File: src/rtl/serial_set_triangle_wave_generator_top_macros.svh
// assertion macros for the serial set triangle wave generator
// used by the top level only; empty bodies when SYNTHESIS is defined
`ifndef SERIAL_SET_TRIANGLE_WAVE_GENERATOR_TOP_MACROS_SVH
`define SERIAL_SET_TRIANGLE_WAVE_GENERATOR_TOP_MACROS_SVH
`ifndef SYNTHESIS
// same-cycle implication
`define SSWG_ASSERT_IMPL(name, clk, rst, ante, cons) \
   name: assert property (@(posedge clk) disable iff (rst) (ante) |-> (cons)) \
      else $error("sswg check failed");
// next-cycle implication
`define SSWG_ASSERT_NEXT(name, clk, rst, ante, cons) \
   name: assert property (@(posedge clk) disable iff (rst) (ante) |=> (cons)) \
      else $error("sswg check failed");
`else
`define SSWG_ASSERT_IMPL(name, clk, rst, ante, cons)
`define SSWG_ASSERT_NEXT(name, clk, rst, ante, cons)
`endif
`endif

File: src/rtl/sswg_pkg.sv
// shared types, constants and the digit conversion function
// no dependencies
package sswg_pkg;

   localparam int DIGIT_SLOTS = 3;
   localparam int CNT_W       = $clog2(DIGIT_SLOTS + 1);
   localparam int QUEUE_DEPTH = 2;
   localparam int QPTR_W      = $clog2(QUEUE_DEPTH);
   localparam int QCNT_W      = $clog2(QUEUE_DEPTH + 1);

   localparam logic [7:0] CHAR_ZERO  = 8'h30;
   localparam logic [7:0] CHAR_NINE  = 8'h39;
   localparam logic [7:0] CHAR_STAR  = 8'h2A;
   localparam logic [7:0] CHAR_HASH  = 8'h23;
   localparam logic [9:0] DEC_BASE   = 10'd10;
   localparam logic [7:0] AMP_MAX    = 8'd255;

   localparam logic MODE_BYTE = 1'b0;
   localparam logic MODE_TICK = 1'b1;

   typedef enum logic [2:0] {
      CMD_NONE,
      CMD_DIGIT,
      CMD_FREQ,
      CMD_AMP,
      CMD_TICK
   } cmd_type;

   typedef struct packed {
      cmd_type    cmd;
      logic [3:0] digit;
   } q_entry_type;

   typedef logic [3:0] digits_type [DIGIT_SLOTS];

   // decimal value of all slots, first slot most significant
   function automatic logic [9:0] buffer_value(input digits_type digits);
      logic [9:0] acc;
      acc = '0;
      for (int k = 0; k < DIGIT_SLOTS; k++) begin
         acc = 10'(acc * DEC_BASE) + 10'(digits[k]);
      end
      return acc;
   endfunction

endpackage

File: src/rtl/sswg_if.sv
// valid/ready channel interfaces for request and response words
// no dependencies
interface sswg_req_if;
   logic       valid;
   logic       ready;
   logic       mode;
   logic [7:0] rx_byte;

   modport source (output valid, output mode, output rx_byte, input ready);
   modport sink   (input valid, input mode, input rx_byte, output ready);
endinterface

interface sswg_rsp_if;
   logic       valid;
   logic       ready;
   logic       sample_valid;
   logic [7:0] sample;
   logic       freq_latched;
   logic       amp_latched;
   logic [9:0] freq_value;
   logic [7:0] amp_value;

   modport source (output valid, output sample_valid, output sample, output freq_latched,
                   output amp_latched, output freq_value, output amp_value, input ready);
   modport sink   (input valid, input sample_valid, input sample, input freq_latched,
                   input amp_latched, input freq_value, input amp_value, output ready);
endinterface

File: src/rtl/sswg_front.sv
// front end: accepts request words and classifies them into commands
// depends on sswg_pkg and sswg_req_if
module sswg_front
   import sswg_pkg::*;
(
   sswg_req_if.sink    req_port,
   input  logic        q_full,
   output logic        q_push,
   output q_entry_type q_entry
);

   // accept whenever the queue has room
   assign req_port.ready = !q_full;
   assign q_push         = req_port.valid && !q_full;

   // decode the received byte
   always_comb begin
      q_entry.digit = 4'(req_port.rx_byte - CHAR_ZERO);
      if (req_port.mode == MODE_TICK) begin
         q_entry.cmd = CMD_TICK;
      end else if (req_port.rx_byte >= CHAR_ZERO && req_port.rx_byte <= CHAR_NINE) begin
         q_entry.cmd = CMD_DIGIT;
      end else if (req_port.rx_byte == CHAR_STAR) begin
         q_entry.cmd = CMD_FREQ;
      end else if (req_port.rx_byte == CHAR_HASH) begin
         q_entry.cmd = CMD_AMP;
      end else begin
         q_entry.cmd = CMD_NONE;
      end
   end

endmodule

File: src/rtl/sswg_queue.sv
// short command queue between front and back end
// depends on sswg_pkg
module sswg_queue
   import sswg_pkg::*;
(
   input  logic        clock,
   input  logic        reset,
   input  logic        push,
   input  q_entry_type push_entry,
   output logic        full,
   input  logic        pop,
   output logic        pop_valid,
   output q_entry_type pop_entry
);

   q_entry_type        mem_ff [QUEUE_DEPTH];
   logic [QPTR_W-1:0]  wr_ptr_ff, wr_ptr_in;
   logic [QPTR_W-1:0]  rd_ptr_ff, rd_ptr_in;
   logic [QCNT_W-1:0]  count_ff, count_in;
   logic               do_push, do_pop;

   assign full      = (count_ff == QCNT_W'(QUEUE_DEPTH));
   assign pop_valid = (count_ff != '0);
   assign pop_entry = mem_ff[rd_ptr_ff];
   assign do_push   = push && !full;
   assign do_pop    = pop && pop_valid;

   // pointer and fill count update
   always_comb begin
      wr_ptr_in = wr_ptr_ff;
      rd_ptr_in = rd_ptr_ff;
      count_in  = count_ff;
      if (do_push) begin
         wr_ptr_in = (wr_ptr_ff == QPTR_W'(QUEUE_DEPTH - 1)) ? '0 : wr_ptr_ff + 1'b1;
      end
      if (do_pop) begin
         rd_ptr_in = (rd_ptr_ff == QPTR_W'(QUEUE_DEPTH - 1)) ? '0 : rd_ptr_ff + 1'b1;
      end
      if (do_push && !do_pop) begin
         count_in = count_ff + 1'b1;
      end else if (do_pop && !do_push) begin
         count_in = count_ff - 1'b1;
      end
   end

   always_ff @(posedge clock) begin
      if (reset) begin
         wr_ptr_ff <= '0;
         rd_ptr_ff <= '0;
         count_ff  <= '0;
      end else begin
         wr_ptr_ff <= wr_ptr_in;
         rd_ptr_ff <= rd_ptr_in;
         count_ff  <= count_in;
      end
   end

   // entry storage
   always_ff @(posedge clock) begin
      if (do_push) begin
         mem_ff[wr_ptr_ff] <= push_entry;
      end
   end

endmodule

File: src/rtl/sswg_back.sv
// back end: digit buffer, stored settings, wave stepping and output register
// depends on sswg_pkg and sswg_rsp_if
module sswg_back
   import sswg_pkg::*;
(
   input  logic        clock,
   input  logic        reset,
   input  logic        q_valid,
   input  q_entry_type q_entry,
   output logic        q_pop,
   sswg_rsp_if.source  rsp_port
);

   digits_type           digits_ff, digits_in;
   logic [CNT_W-1:0]     count_ff, count_in;
   logic [9:0]           freq_ff, freq_in;
   logic                 freq_set_ff, freq_set_in;
   logic [7:0]           amp_ff, amp_in;
   logic                 amp_set_ff, amp_set_in;
   logic signed [9:0]    level_ff, level_in;
   logic                 rising_ff, rising_in;

   logic                 out_valid_ff, out_valid_in;
   logic                 smp_valid_ff, smp_valid_in;
   logic [7:0]           sample_ff, sample_in;
   logic                 flat_ff, flat_in;
   logic                 alat_ff, alat_in;

   logic [9:0]           buf_val;
   logic signed [9:0]    amp_s;
   logic signed [9:0]    lvl_tmp;

   // take a word when the output register is empty or being drained
   assign q_pop   = q_valid && (!out_valid_ff || rsp_port.ready);
   assign buf_val = buffer_value(digits_ff);
   assign amp_s   = signed'({2'b00, amp_ff});

   // command execution
   always_comb begin
      digits_in    = digits_ff;
      count_in     = count_ff;
      freq_in      = freq_ff;
      freq_set_in  = freq_set_ff;
      amp_in       = amp_ff;
      amp_set_in   = amp_set_ff;
      level_in     = level_ff;
      rising_in    = rising_ff;
      smp_valid_in = 1'b0;
      sample_in    = '0;
      flat_in      = 1'b0;
      alat_in      = 1'b0;
      lvl_tmp      = level_ff;
      out_valid_in = out_valid_ff && !rsp_port.ready;
      if (q_pop) begin
         out_valid_in = 1'b1;
         unique case (q_entry.cmd)
            CMD_DIGIT: begin
               // drop digits once every slot is filled
               for (int i = 0; i < DIGIT_SLOTS; i++) begin
                  if (count_ff == CNT_W'(i)) begin
                     digits_in[i] = q_entry.digit;
                  end
               end
               if (count_ff < CNT_W'(DIGIT_SLOTS)) begin
                  count_in = count_ff + 1'b1;
               end
            end
            CMD_FREQ: begin
               freq_in     = buf_val;
               freq_set_in = 1'b1;
               count_in    = '0;
               flat_in     = 1'b1;
            end
            CMD_AMP: begin
               // saturate and reload the wave level
               amp_in     = (buf_val > 10'(AMP_MAX)) ? AMP_MAX : buf_val[7:0];
               amp_set_in = 1'b1;
               level_in   = signed'({2'b00, amp_in});
               count_in   = '0;
               alat_in    = 1'b1;
            end
            CMD_TICK: begin
               if (freq_set_ff && amp_set_ff) begin
                  if (!level_ff[9] && !rising_ff) begin
                     smp_valid_in = 1'b1;
                     sample_in    = level_ff[7:0];
                     lvl_tmp      = level_ff - 10'sd1;
                  end else if (level_ff <= amp_s) begin
                     lvl_tmp      = level_ff[9] ? 10'sd0 : level_ff;
                     rising_in    = 1'b1;
                     smp_valid_in = 1'b1;
                     sample_in    = lvl_tmp[7:0];
                     lvl_tmp      = lvl_tmp + 10'sd1;
                  end
                  // turn at the top
                  if (lvl_tmp > amp_s) begin
                     lvl_tmp   = amp_s;
                     rising_in = 1'b0;
                  end
                  level_in = lvl_tmp;
               end
            end
            default: begin
            end
         endcase
      end
   end

   // control and state registers
   always_ff @(posedge clock) begin
      if (reset) begin
         for (int i = 0; i < DIGIT_SLOTS; i++) begin
            digits_ff[i] <= '0;
         end
         count_ff     <= '0;
         freq_ff      <= '0;
         freq_set_ff  <= 1'b0;
         amp_ff       <= '0;
         amp_set_ff   <= 1'b0;
         level_ff     <= '0;
         rising_ff    <= 1'b0;
         out_valid_ff <= 1'b0;
      end else begin
         digits_ff    <= digits_in;
         count_ff     <= count_in;
         freq_ff      <= freq_in;
         freq_set_ff  <= freq_set_in;
         amp_ff       <= amp_in;
         amp_set_ff   <= amp_set_in;
         level_ff     <= level_in;
         rising_ff    <= rising_in;
         out_valid_ff <= out_valid_in;
      end
   end

   // output word register
   always_ff @(posedge clock) begin
      if (q_pop) begin
         smp_valid_ff <= smp_valid_in;
         sample_ff    <= sample_in;
         flat_ff      <= flat_in;
         alat_ff      <= alat_in;
      end
   end

   assign rsp_port.valid        = out_valid_ff;
   assign rsp_port.sample_valid = smp_valid_ff;
   assign rsp_port.sample       = sample_ff;
   assign rsp_port.freq_latched = flat_ff;
   assign rsp_port.amp_latched  = alat_ff;
   assign rsp_port.freq_value   = freq_ff;
   assign rsp_port.amp_value    = amp_ff;

endmodule

File: src/rtl/serial_set_triangle_wave_generator_top.sv
// channel     | dir | payload
// req_port    | in  | mode, rx_byte
// rsp_port    | out | sample_valid, sample, freq_latched, amp_latched, freq_value, amp_value
//
// one word per cycle sustained while rsp_port.ready stays high; an accepted word reaches rsp_port
// through the queue write, then the back end step into the output register
// a two-word queue separates the decoder from the back end, so either side stalls alone
// synchronous active-high reset clears all settings, the wave level and the queue
// depends on sswg_pkg, sswg_if and the macros header
`include "serial_set_triangle_wave_generator_top_macros.svh"
module serial_set_triangle_wave_generator_top
   import sswg_pkg::*;
(
   input  logic       clock,
   input  logic       reset,
   sswg_req_if.sink   req_port,
   sswg_rsp_if.source rsp_port
);

   logic        q_push, q_full, q_pop, q_valid;
   q_entry_type push_entry, pop_entry;
   logic        kind_clash, smp_shown, smp_idle;

   sswg_front u_front (
      .req_port (req_port),
      .q_full   (q_full),
      .q_push   (q_push),
      .q_entry  (push_entry)
   );

   sswg_queue u_queue (
      .clock      (clock),
      .reset      (reset),
      .push       (q_push),
      .push_entry (push_entry),
      .full       (q_full),
      .pop        (q_pop),
      .pop_valid  (q_valid),
      .pop_entry  (pop_entry)
   );

   sswg_back u_back (
      .clock    (clock),
      .reset    (reset),
      .q_valid  (q_valid),
      .q_entry  (pop_entry),
      .q_pop    (q_pop),
      .rsp_port (rsp_port)
   );

   // checks
   assign kind_clash = (rsp_port.freq_latched && rsp_port.amp_latched)
                    || (rsp_port.sample_valid && (rsp_port.freq_latched || rsp_port.amp_latched));
   assign smp_shown  = rsp_port.valid && rsp_port.sample_valid;
   assign smp_idle   = rsp_port.valid && !rsp_port.sample_valid;

   `SSWG_ASSERT_IMPL(a_one_kind, clock, reset, rsp_port.valid, !kind_clash)
   `SSWG_ASSERT_IMPL(a_sample_range, clock, reset, smp_shown, rsp_port.sample <= rsp_port.amp_value)
   `SSWG_ASSERT_IMPL(a_idle_sample, clock, reset, smp_idle, rsp_port.sample == 8'd0)
   `SSWG_ASSERT_NEXT(a_pop_shows, clock, reset, q_pop, rsp_port.valid)

endmodule

File: src/flat_wrapper.sv
// flat-port wrapper written by rule: the top's interface ports become plain ports
module serial_set_triangle_wave_generator_top_flat import sswg_pkg::*;
  (clock, reset, req_port_valid, req_port_mode, req_port_rx_byte, req_port_ready, rsp_port_valid, rsp_port_sample_valid, rsp_port_sample, rsp_port_freq_latched, rsp_port_amp_latched, rsp_port_freq_value, rsp_port_amp_value, rsp_port_ready);
  sswg_req_if req_port_i ();
  sswg_rsp_if rsp_port_i ();
  input  logic clock;
  input  logic reset;
  input wire logic [$bits(req_port_i.valid)-1:0] req_port_valid;
  input wire logic [$bits(req_port_i.mode)-1:0] req_port_mode;
  input wire logic [$bits(req_port_i.rx_byte)-1:0] req_port_rx_byte;
  output wire logic [$bits(req_port_i.ready)-1:0] req_port_ready;
  output wire logic [$bits(rsp_port_i.valid)-1:0] rsp_port_valid;
  output wire logic [$bits(rsp_port_i.sample_valid)-1:0] rsp_port_sample_valid;
  output wire logic [$bits(rsp_port_i.sample)-1:0] rsp_port_sample;
  output wire logic [$bits(rsp_port_i.freq_latched)-1:0] rsp_port_freq_latched;
  output wire logic [$bits(rsp_port_i.amp_latched)-1:0] rsp_port_amp_latched;
  output wire logic [$bits(rsp_port_i.freq_value)-1:0] rsp_port_freq_value;
  output wire logic [$bits(rsp_port_i.amp_value)-1:0] rsp_port_amp_value;
  input wire logic [$bits(rsp_port_i.ready)-1:0] rsp_port_ready;
  assign req_port_i.valid = req_port_valid;
  assign req_port_i.mode = req_port_mode;
  assign req_port_i.rx_byte = req_port_rx_byte;
  assign req_port_ready = req_port_i.ready;
  assign rsp_port_valid = rsp_port_i.valid;
  assign rsp_port_sample_valid = rsp_port_i.sample_valid;
  assign rsp_port_sample = rsp_port_i.sample;
  assign rsp_port_freq_latched = rsp_port_i.freq_latched;
  assign rsp_port_amp_latched = rsp_port_i.amp_latched;
  assign rsp_port_freq_value = rsp_port_i.freq_value;
  assign rsp_port_amp_value = rsp_port_i.amp_value;
  assign rsp_port_i.ready = rsp_port_ready;
  serial_set_triangle_wave_generator_top u_core (.clock(clock), .reset(reset), .req_port(req_port_i), .rsp_port(rsp_port_i));
endmodule
File: config.mk
export PLATFORM = sky130hd
export DESIGN_NAME = serial_set_triangle_wave_generator_top_flat
export DESIGN_NICKNAME = d
export VERILOG_FILES = /design/src/rtl/sswg_pkg.sv /design/src/rtl/sswg_if.sv /design/src/rtl/sswg_front.sv /design/src/rtl/sswg_queue.sv /design/src/rtl/sswg_back.sv /design/src/rtl/serial_set_triangle_wave_generator_top.sv /design/src/flat_wrapper.sv
export VERILOG_INCLUDE_DIRS = /design/src /design/src/rtl
export SDC_FILE = /design/constraint.sdc
export NUM_CORES = 1
export LEC_CHECK = 0
export BUFFER_PORTS_ARGS = -buffer_cell sky130_fd_sc_hd__buf_2
export CAP_MARGIN = 10
export CORE_ASPECT_RATIO = 2
export CORE_MARGIN = 5
export CORE_UTILIZATION = 60
export DETAILED_ROUTE_END_ITERATION = 10
export GPL_TIMING_DRIVEN = 0
export PLACE_DENSITY = 0.9
export REMOVE_ABC_BUFFERS = 1
export SLEW_MARGIN = 20
export SYNTH_ARGS = -nofsm -noshare
export SYNTH_HDL_FRONTEND = slang
export SYNTH_SLANG_ARGS = --single-unit
File: constraint.sdc
create_clock -name clock -period 5 [get_ports clock]
set_clock_uncertainty 0.15 [all_clocks]
set_input_delay 1 -clock clock [delete_from_list [all_inputs] [get_ports clock]]
set_output_delay 1 -clock clock [all_outputs]
set_load 0.02 [all_outputs]
Word-level counts from Yosys, hierarchy flattened
Memories as Yosys holds them, arrays and structs flattened. A register that Yosys moved wholly into a read port is not among the register bits. Cells that the tools add are included.

Add/sub/neg operators: 10. $mul: 2. Div/mod/pow operators: 0. Magnitude comparators: 6. Eq/ne operators: 12. Shift operators: 0. Muxes and demuxes: 34. Bitwise operators: 0. Reduce and logical (&&, ||, !) cells: 34.

Operators by type and width (number): two-way mux 10 bit (7); two-way mux 8 bit (3); one-hot mux 10 bit (2 select lines) (1); == test 8 x 6 -> 1 bit (second input constant) (2); AND reduction 3 bit (5); two-way mux 1 bit (14); two-way mux 2 bit (6); adder 10 x 4 -> 10 bit (1); adder 9 x 1 -> 10 bit (second input constant) (1); > comparator 10 x 8 -> 1 bit (second input constant) (1); > comparator 10 x 9 -> 1 bit (1); less-or-equal comparator 10 x 9 -> 1 bit (1); logical AND 1 bit (10); nonzero test 2 bit (5); subtractor 10 x 2 -> 10 bit (second input constant) (1); adder 8 x 4 -> 9 bit (1); multiplier 9 x 3 -> 9 bit (second input constant) (1); two-way mux 9 bit (1); >= comparator 8 x 6 -> 1 bit (second input constant) (1); less-or-equal comparator 8 x 6 -> 1 bit (second input constant) (1); zero test 1 bit (7); multiplier 4 x 3 -> 7 bit (second input constant) (1); == test 3 x 2 -> 1 bit (second input constant) (2); AND reduction 2 bit (3); other kinds (17) (21).

Flip-flop bits (word level): 61. Bits in latches: 0. RAM bits: 14. ROM bits: 0. Input bits: 13. Output and inout port bits: 31. Word-level logic and storage cells: 117. Memories kept: 1.

Memories: u_core.u_queue.mem_ff (words 2, bits a word 7, read ports 1, clocked after Yosys merged registers in 1, wr ports 1, RTL line sswg_queue.sv:16) `q_entry_type mem_ff [QUEUE_DEPTH];`.

Logic depth before layout (Yosys ltp)
Word-level depth: 11. Depth in mapped cells: 17.

Modules after synthesis
Synthesis repeated with hierarchy kept, for this count alone.

Cells, all modules: 515. Area total of the unflattened synthesis: 4729.5 µm².

Modules (own cells, without submodules): sswg_back (instances 1, cells each 453, area each 3893.7 µm², seq. area each 1251.2 µm²); sswg_queue (instances 1, cells each 47, area each 724.4 µm², seq. area each 520.5 µm²); sswg_front (instances 1, cells each 15, area each 111.4 µm², seq. area each 0.0 µm²).

Least setup slack after synthesis
OpenSTA, ideal clock, no wires.

Path type: reg-to-reg. From: register u_core.u_back.amp_ff[5] (netlist: u_core.u_back.rsp_port.amp_value[5]). To: register u_core.u_back.level_ff[0]. Library setup time: 0.115 ns. Arrival time: 4.155 ns. Data required time: 4.735 ns. Slack: 0.581 ns. Cell stages (with the launch flop): 17. Path buffers: 0. Clock period less this slack: 4.419 ns. Path through: dfxtp_1 inv_1 ha_1 a211oi_2 o21ai_1 a2111oi_4 or2_2 mux2_2 a221o_1 ha_1 a21oi_1 o21ai_0 a21oi_1 nor3_1 a211oi_4 mux2_2 a2111oi_0.

Longest elaborated chain between the ends: 10.

RTL lines: start: declaration (RTL line sswg_back.sv:18) `logic [7:0] amp_ff, amp_in;`; start signal: assignment (RTL line sswg_back.sv:128) `amp_ff <= amp_in;`; less-or-equal comparator 10 x 9 -> 1 bit (RTL line sswg_back.sv:88) `end else if (level_ff <= amp_s) begin`; two-way mux 10 bit (RTL line sswg_back.sv:88); two-way mux 10 bit (RTL line sswg_back.sv:84) `if (!level_ff[9] && !rising_ff) begin`; two-way mux 10 bit (RTL line sswg_back.sv:83) `if (freq_set_ff && amp_set_ff) begin`; two-way mux 10 bit (RTL line sswg_back.sv:56) `unique case (q_entry.cmd)`; two-way mux 10 bit (RTL line sswg_back.sv:54) `if (q_pop) begin`; > comparator 10 x 9 -> 1 bit (RTL line sswg_back.sv:96) `if (lvl_tmp > amp_s) begin`; two-way mux 10 bit * (RTL line sswg_back.sv:96); two-way mux 10 bit * (RTL line sswg_back.sv:83); one-hot mux 10 bit (2 select lines) * (RTL line sswg_back.sv:56); end signal: assignment (RTL line sswg_back.sv:130) `level_ff <= level_in;`; end: declaration (RTL line sswg_back.sv:20) `logic signed [9:0] level_ff, level_in;`.

Every way passes the cells marked *; elsewhere a longest branch is shown, timed or not. The select of a mux whose other input is x is not followed. A chain may end at the register's enable or synchronous reset.

Final worst setup path
From: register u_core.u_back.level_ff[3]. To: register u_core.u_back.level_ff[0].

Longest elaborated chain between the ends: 11. Elaborated cells between the ends (all ways): 13.

RTL lines: two-way mux 9 bit (RTL line sswg_back.sv:89) `lvl_tmp = level_ff[9] ? 10'sd0 : level_ff;`; adder 9 x 1 -> 10 bit (RTL line sswg_back.sv:93) `lvl_tmp = lvl_tmp + 10'sd1;`; two-way mux 10 bit (RTL line sswg_back.sv:88); two-way mux 10 bit * (RTL line sswg_back.sv:84); two-way mux 10 bit * (RTL line sswg_back.sv:83); two-way mux 10 bit * (RTL line sswg_back.sv:56); two-way mux 10 bit * (RTL line sswg_back.sv:54); > comparator 10 x 9 -> 1 bit (RTL line sswg_back.sv:96); two-way mux 10 bit * (RTL line sswg_back.sv:96); two-way mux 10 bit * (RTL line sswg_back.sv:83); one-hot mux 10 bit (2 select lines) * (RTL line sswg_back.sv:56).

Marks and branches as above.

==> impl_metrics.env <==
export IMPL_synth_top_cell_area_share_pct=21.7
export IMPL_grt_setup_unrepaired="false"
export IMPL_power_leakage_nw=2.35
export IMPL_timing_final_crit_period_ps=4860
export IMPL_antenna_found_initial=0
export IMPL_grtUsageTotal_pct=23.2
export IMPL_outcome="complete, no violations"
export IMPL_end_kind="flop"
export IMPL_critPathKind="reg2reg"
export IMPL_grt_max_degree=53
export IMPL_wl_met1_um=3600
export IMPL_whs_ps=321
export IMPL_synth_largest_area_cell="dfxtp_1"
export IMPL_clk_path_buf_depth=2
export IMPL_layout_nets=578
export IMPL_vias_per_cell=6.17
export IMPL_io_pins=44
export IMPL_max_stage_delay_ps=480
export IMPL_setup_viol=0
export IMPL_synth_top_family_by_area="simple AND/OR/NAND/NOR gates"
export IMPL_wire_per_inst_um=17.9
export IMPL_cp_start_kind="flop"
export IMPL_hold_path_class="reg2reg"
export IMPL_cts_sinks=76
export IMPL_synth_area_mux_share_pct=8.34
export IMPL_relSlewSlack_pct=28.0
export IMPL_antenna_cells=0
export IMPL_cts_buffers=9
export IMPL_htreeDepth=3
export IMPL_async_flop_share_pct=0
export IMPL_ir_drop_mv=0.388
export IMPL_clk_pin_slew_ps=60
export IMPL_synthDistinctLibCells=71
export IMPL_cts_tree="built"
export IMPL_finalWeightedCongestion=0.972
export IMPL_die_x_um=72.6
export IMPL_synth_area_leaders="dfxtp_1 22%, edfxtp_1 16%, ha_1 12%, mux2i_1 6.2%, nor2_1 5.5%"
export IMPL_clock_latency_ps=340
export IMPL_fin_setup_tns_ps=0
export IMPL_core_area_um2=7600
export IMPL_cts_root_buf="clkbuf_16"
export IMPL_netlist_instances=475
export IMPL_grt_pass1_wl_um=17600
export IMPL_cp_data_arrival_time_ps=4930
export IMPL_ys_flop_type="dfxtp_1"
export IMPL_seq_area_um2=1770
export IMPL_start_util_pct=61.8
export IMPL_critPathMaxFanout=12
export IMPL_power_density_nw_per_um2=484
export IMPL_synthXorXnorAreaFrac_pct=5.14
export IMPL_drv_cap=0
export IMPL_avgSynthCellArea_um2=9.89
export IMPL_cp_cell_sequence="ha_1 -> nand4_1 -> o31ai_2 -> or2_2 -> mux2_2 -> a221o_1 -> ha_1 -> a21oi_1 -> o21ai_0 -> a21oi_1 -> nor3_2 -> a211oi_4 -> mux2_2 -> a2111oi_0"
export IMPL_routed_top_layer="met4"
export IMPL_ant_nets=0
export IMPL_synth_seq_cells=76
export IMPL_fin_crit_sh_pct=97.2
export IMPL_max_freq_mhz=206
export IMPL_cp_slowest_cell="o31ai_2"
export IMPL_yosysMostFrequentCell="nor2_1"
export IMPL_fill_cells=567
export IMPL_yosys_area_share_simple_pct=16.8
export IMPL_syn_cell_area_um2=4700
export IMPL_synth_commonest_cells="69 x nor2_1, 51 x dfxtp_1, 44 x ha_1"
export IMPL_maxSlewViolCount=0
export IMPL_port_buffers=43
export IMPL_synth_compound_area_share_pct=14.3
export IMPL_synth_adder_area_share_pct=13.4
export IMPL_synth_enable_flop_cells=25
export IMPL_multi_input_area_um2=2740
export IMPL_core_rowCount=45
export IMPL_max_slew_worst_pin_slew_ps=1070
export IMPL_wl_met3_um=473
export IMPL_overflow=0
export IMPL_finalWirelength_um=11000
export IMPL_drt_iter0_drc=223
export IMPL_drive_gt1_share_pct=18.4
export IMPL_grt_pass1_vias=3884
export IMPL_firstDrtPassIters=4
export IMPL_dieArea_um2=9800
export IMPL_via_count=3802
export IMPL_ys_seq_area_share_pct=37.7
export IMPL_required_ps=5070
export IMPL_drc=0
export IMPL_dp_hpwl_um=8460
export IMPL_fp_dieH_um=135
export IMPL_yosys_warnings=0
export IMPL_placed_area_um2=4930
export IMPL_syn_to_final_growth_pct=12.4
export IMPL_finalHoldViolCount=0
export IMPL_design_area_um2=5280
export IMPL_wl_met2_um=6060
## final cells by class
cell class	count	share of cell area (%)
clock buffers	10	4.53
multi-input cells	358	51.9
repair buffers	47	4.65
flip-flops and latches	76	33.6
inverters	25	1.78
well taps	94	2.23
clock inverters	6	1.35
## worst max-delay path, delay by kind of cell (launching register included)
family / cells / cell delay, ps
AND/OR/NAND/NOR: 3 / 570
flip-flops: 1 / 430
multiplexers: 2 / 710
adder cells (fa/ha/maj): 2 / 780
AO/OA/AOI/OAI: 7 / 2090
## worst paths after layout
path / startpoint / to / slack [ps] / depth (start not counted)
max: u_core.u_back.level_ff[3] / u_core.u_back.level_ff[0] / 140 / 14
min: u_core.u_back.amp_set_ff / u_core.u_back.amp_set_ff / 320 / 2
max reg2reg: u_core.u_back.level_ff[3] / u_core.u_back.level_ff[0] / 140 / 14
min reg2reg: u_core.u_back.amp_set_ff / u_core.u_back.amp_set_ff / 320 / 2
## state kept, by name (all words and copies together), names as in the netlist, named ones only
| name | flops |
|---|---|
| u_core.u_back.amp_set_ff | 1 |
| u_core.u_back.count_ff | 2 |
| u_core.u_back.digits_ff | 12 |
| u_core.u_back.freq_set_ff | 1 |
| u_core.u_back.level_ff | 10 |
| u_core.u_back.rising_ff | 1 |
| u_core.u_back.rsp_port.amp_latched | 1 |
| u_core.u_back.rsp_port.amp_value | 8 |
| u_core.u_back.rsp_port.freq_latched | 1 |
| u_core.u_back.rsp_port.freq_value | 10 |
| u_core.u_back.rsp_port.sample | 8 |
| u_core.u_back.rsp_port.sample_valid | 1 |
| u_core.u_back.rsp_port.valid | 1 |
| u_core.u_queue.count_ff | 2 |
| u_core.u_queue.mem_ff | 14 |
| u_core.u_queue.rd_ptr_ff | 1 |
| u_core.u_queue.wr_ptr_ff | 1 |
## metal layers
layer / global-route usage (%) / vias to the layer above
met1: 20.2 / 1793
li1: - / 1813
met4: 20.6 / 0
met5: 0 / -
met3: 4.17 / 59
met2: 42.8 / 137
## cell usage in the layout (no fill, tap or decap), types with 11 or more instances in the layout
master,instances
buf_2,43
nand2_1,18
xnor2_1,16
a211oi_1,11
nor3_1,17
nor2_1,69
dfxtp_1,51
inv_1,25
mux2i_1,29
edfxtp_1,25
ha_1,44
a21oi_1,15
## what timing repair did
action | 4_1_cts | 5_1_grt
endpoints found under the setup margin | 1 | 5
cloned | 0 | 0
buffers inserted | 2 | 1
pin swaps | 1 | 1
hold buffers | 0 | 0
hold endpoints to repair | 0 | 0
resized for setup | 1 | 1
## report_power, final
part	internal [mW]	switching (mW)
Combinational	0.438	0.632
Clock	0.403	0.262
Sequential	0.750	0.0682
Total	1.59	0.962
## per-stage QoR
stage / setup WS, ps / utilization (%) / std cells / power, mW
global route: 27.1 / 69.4 / 616 / 2.68
CTS: 71.3 / 69.3 / 615 / 2.54
detailed placement: -83.3 / 64.9 / 597 / 1.83
floorplan: 581 / - / 459 / 1.57
global placement: -34.1 / 64.8 / 596 / 1.79
finish: 141 / 69.4 / 616 / 2.55
## logic make-up after synthesis
kind of cell | after synthesis
buffers and inverters | 41
adders and majority gates | 48
DFF | 76
and+or+nand+nor | 159
xor gates and xnor gates | 26
AOI/OAI and AO/OA | 87
muxes | 38
(Power assumes the default switching activity.)
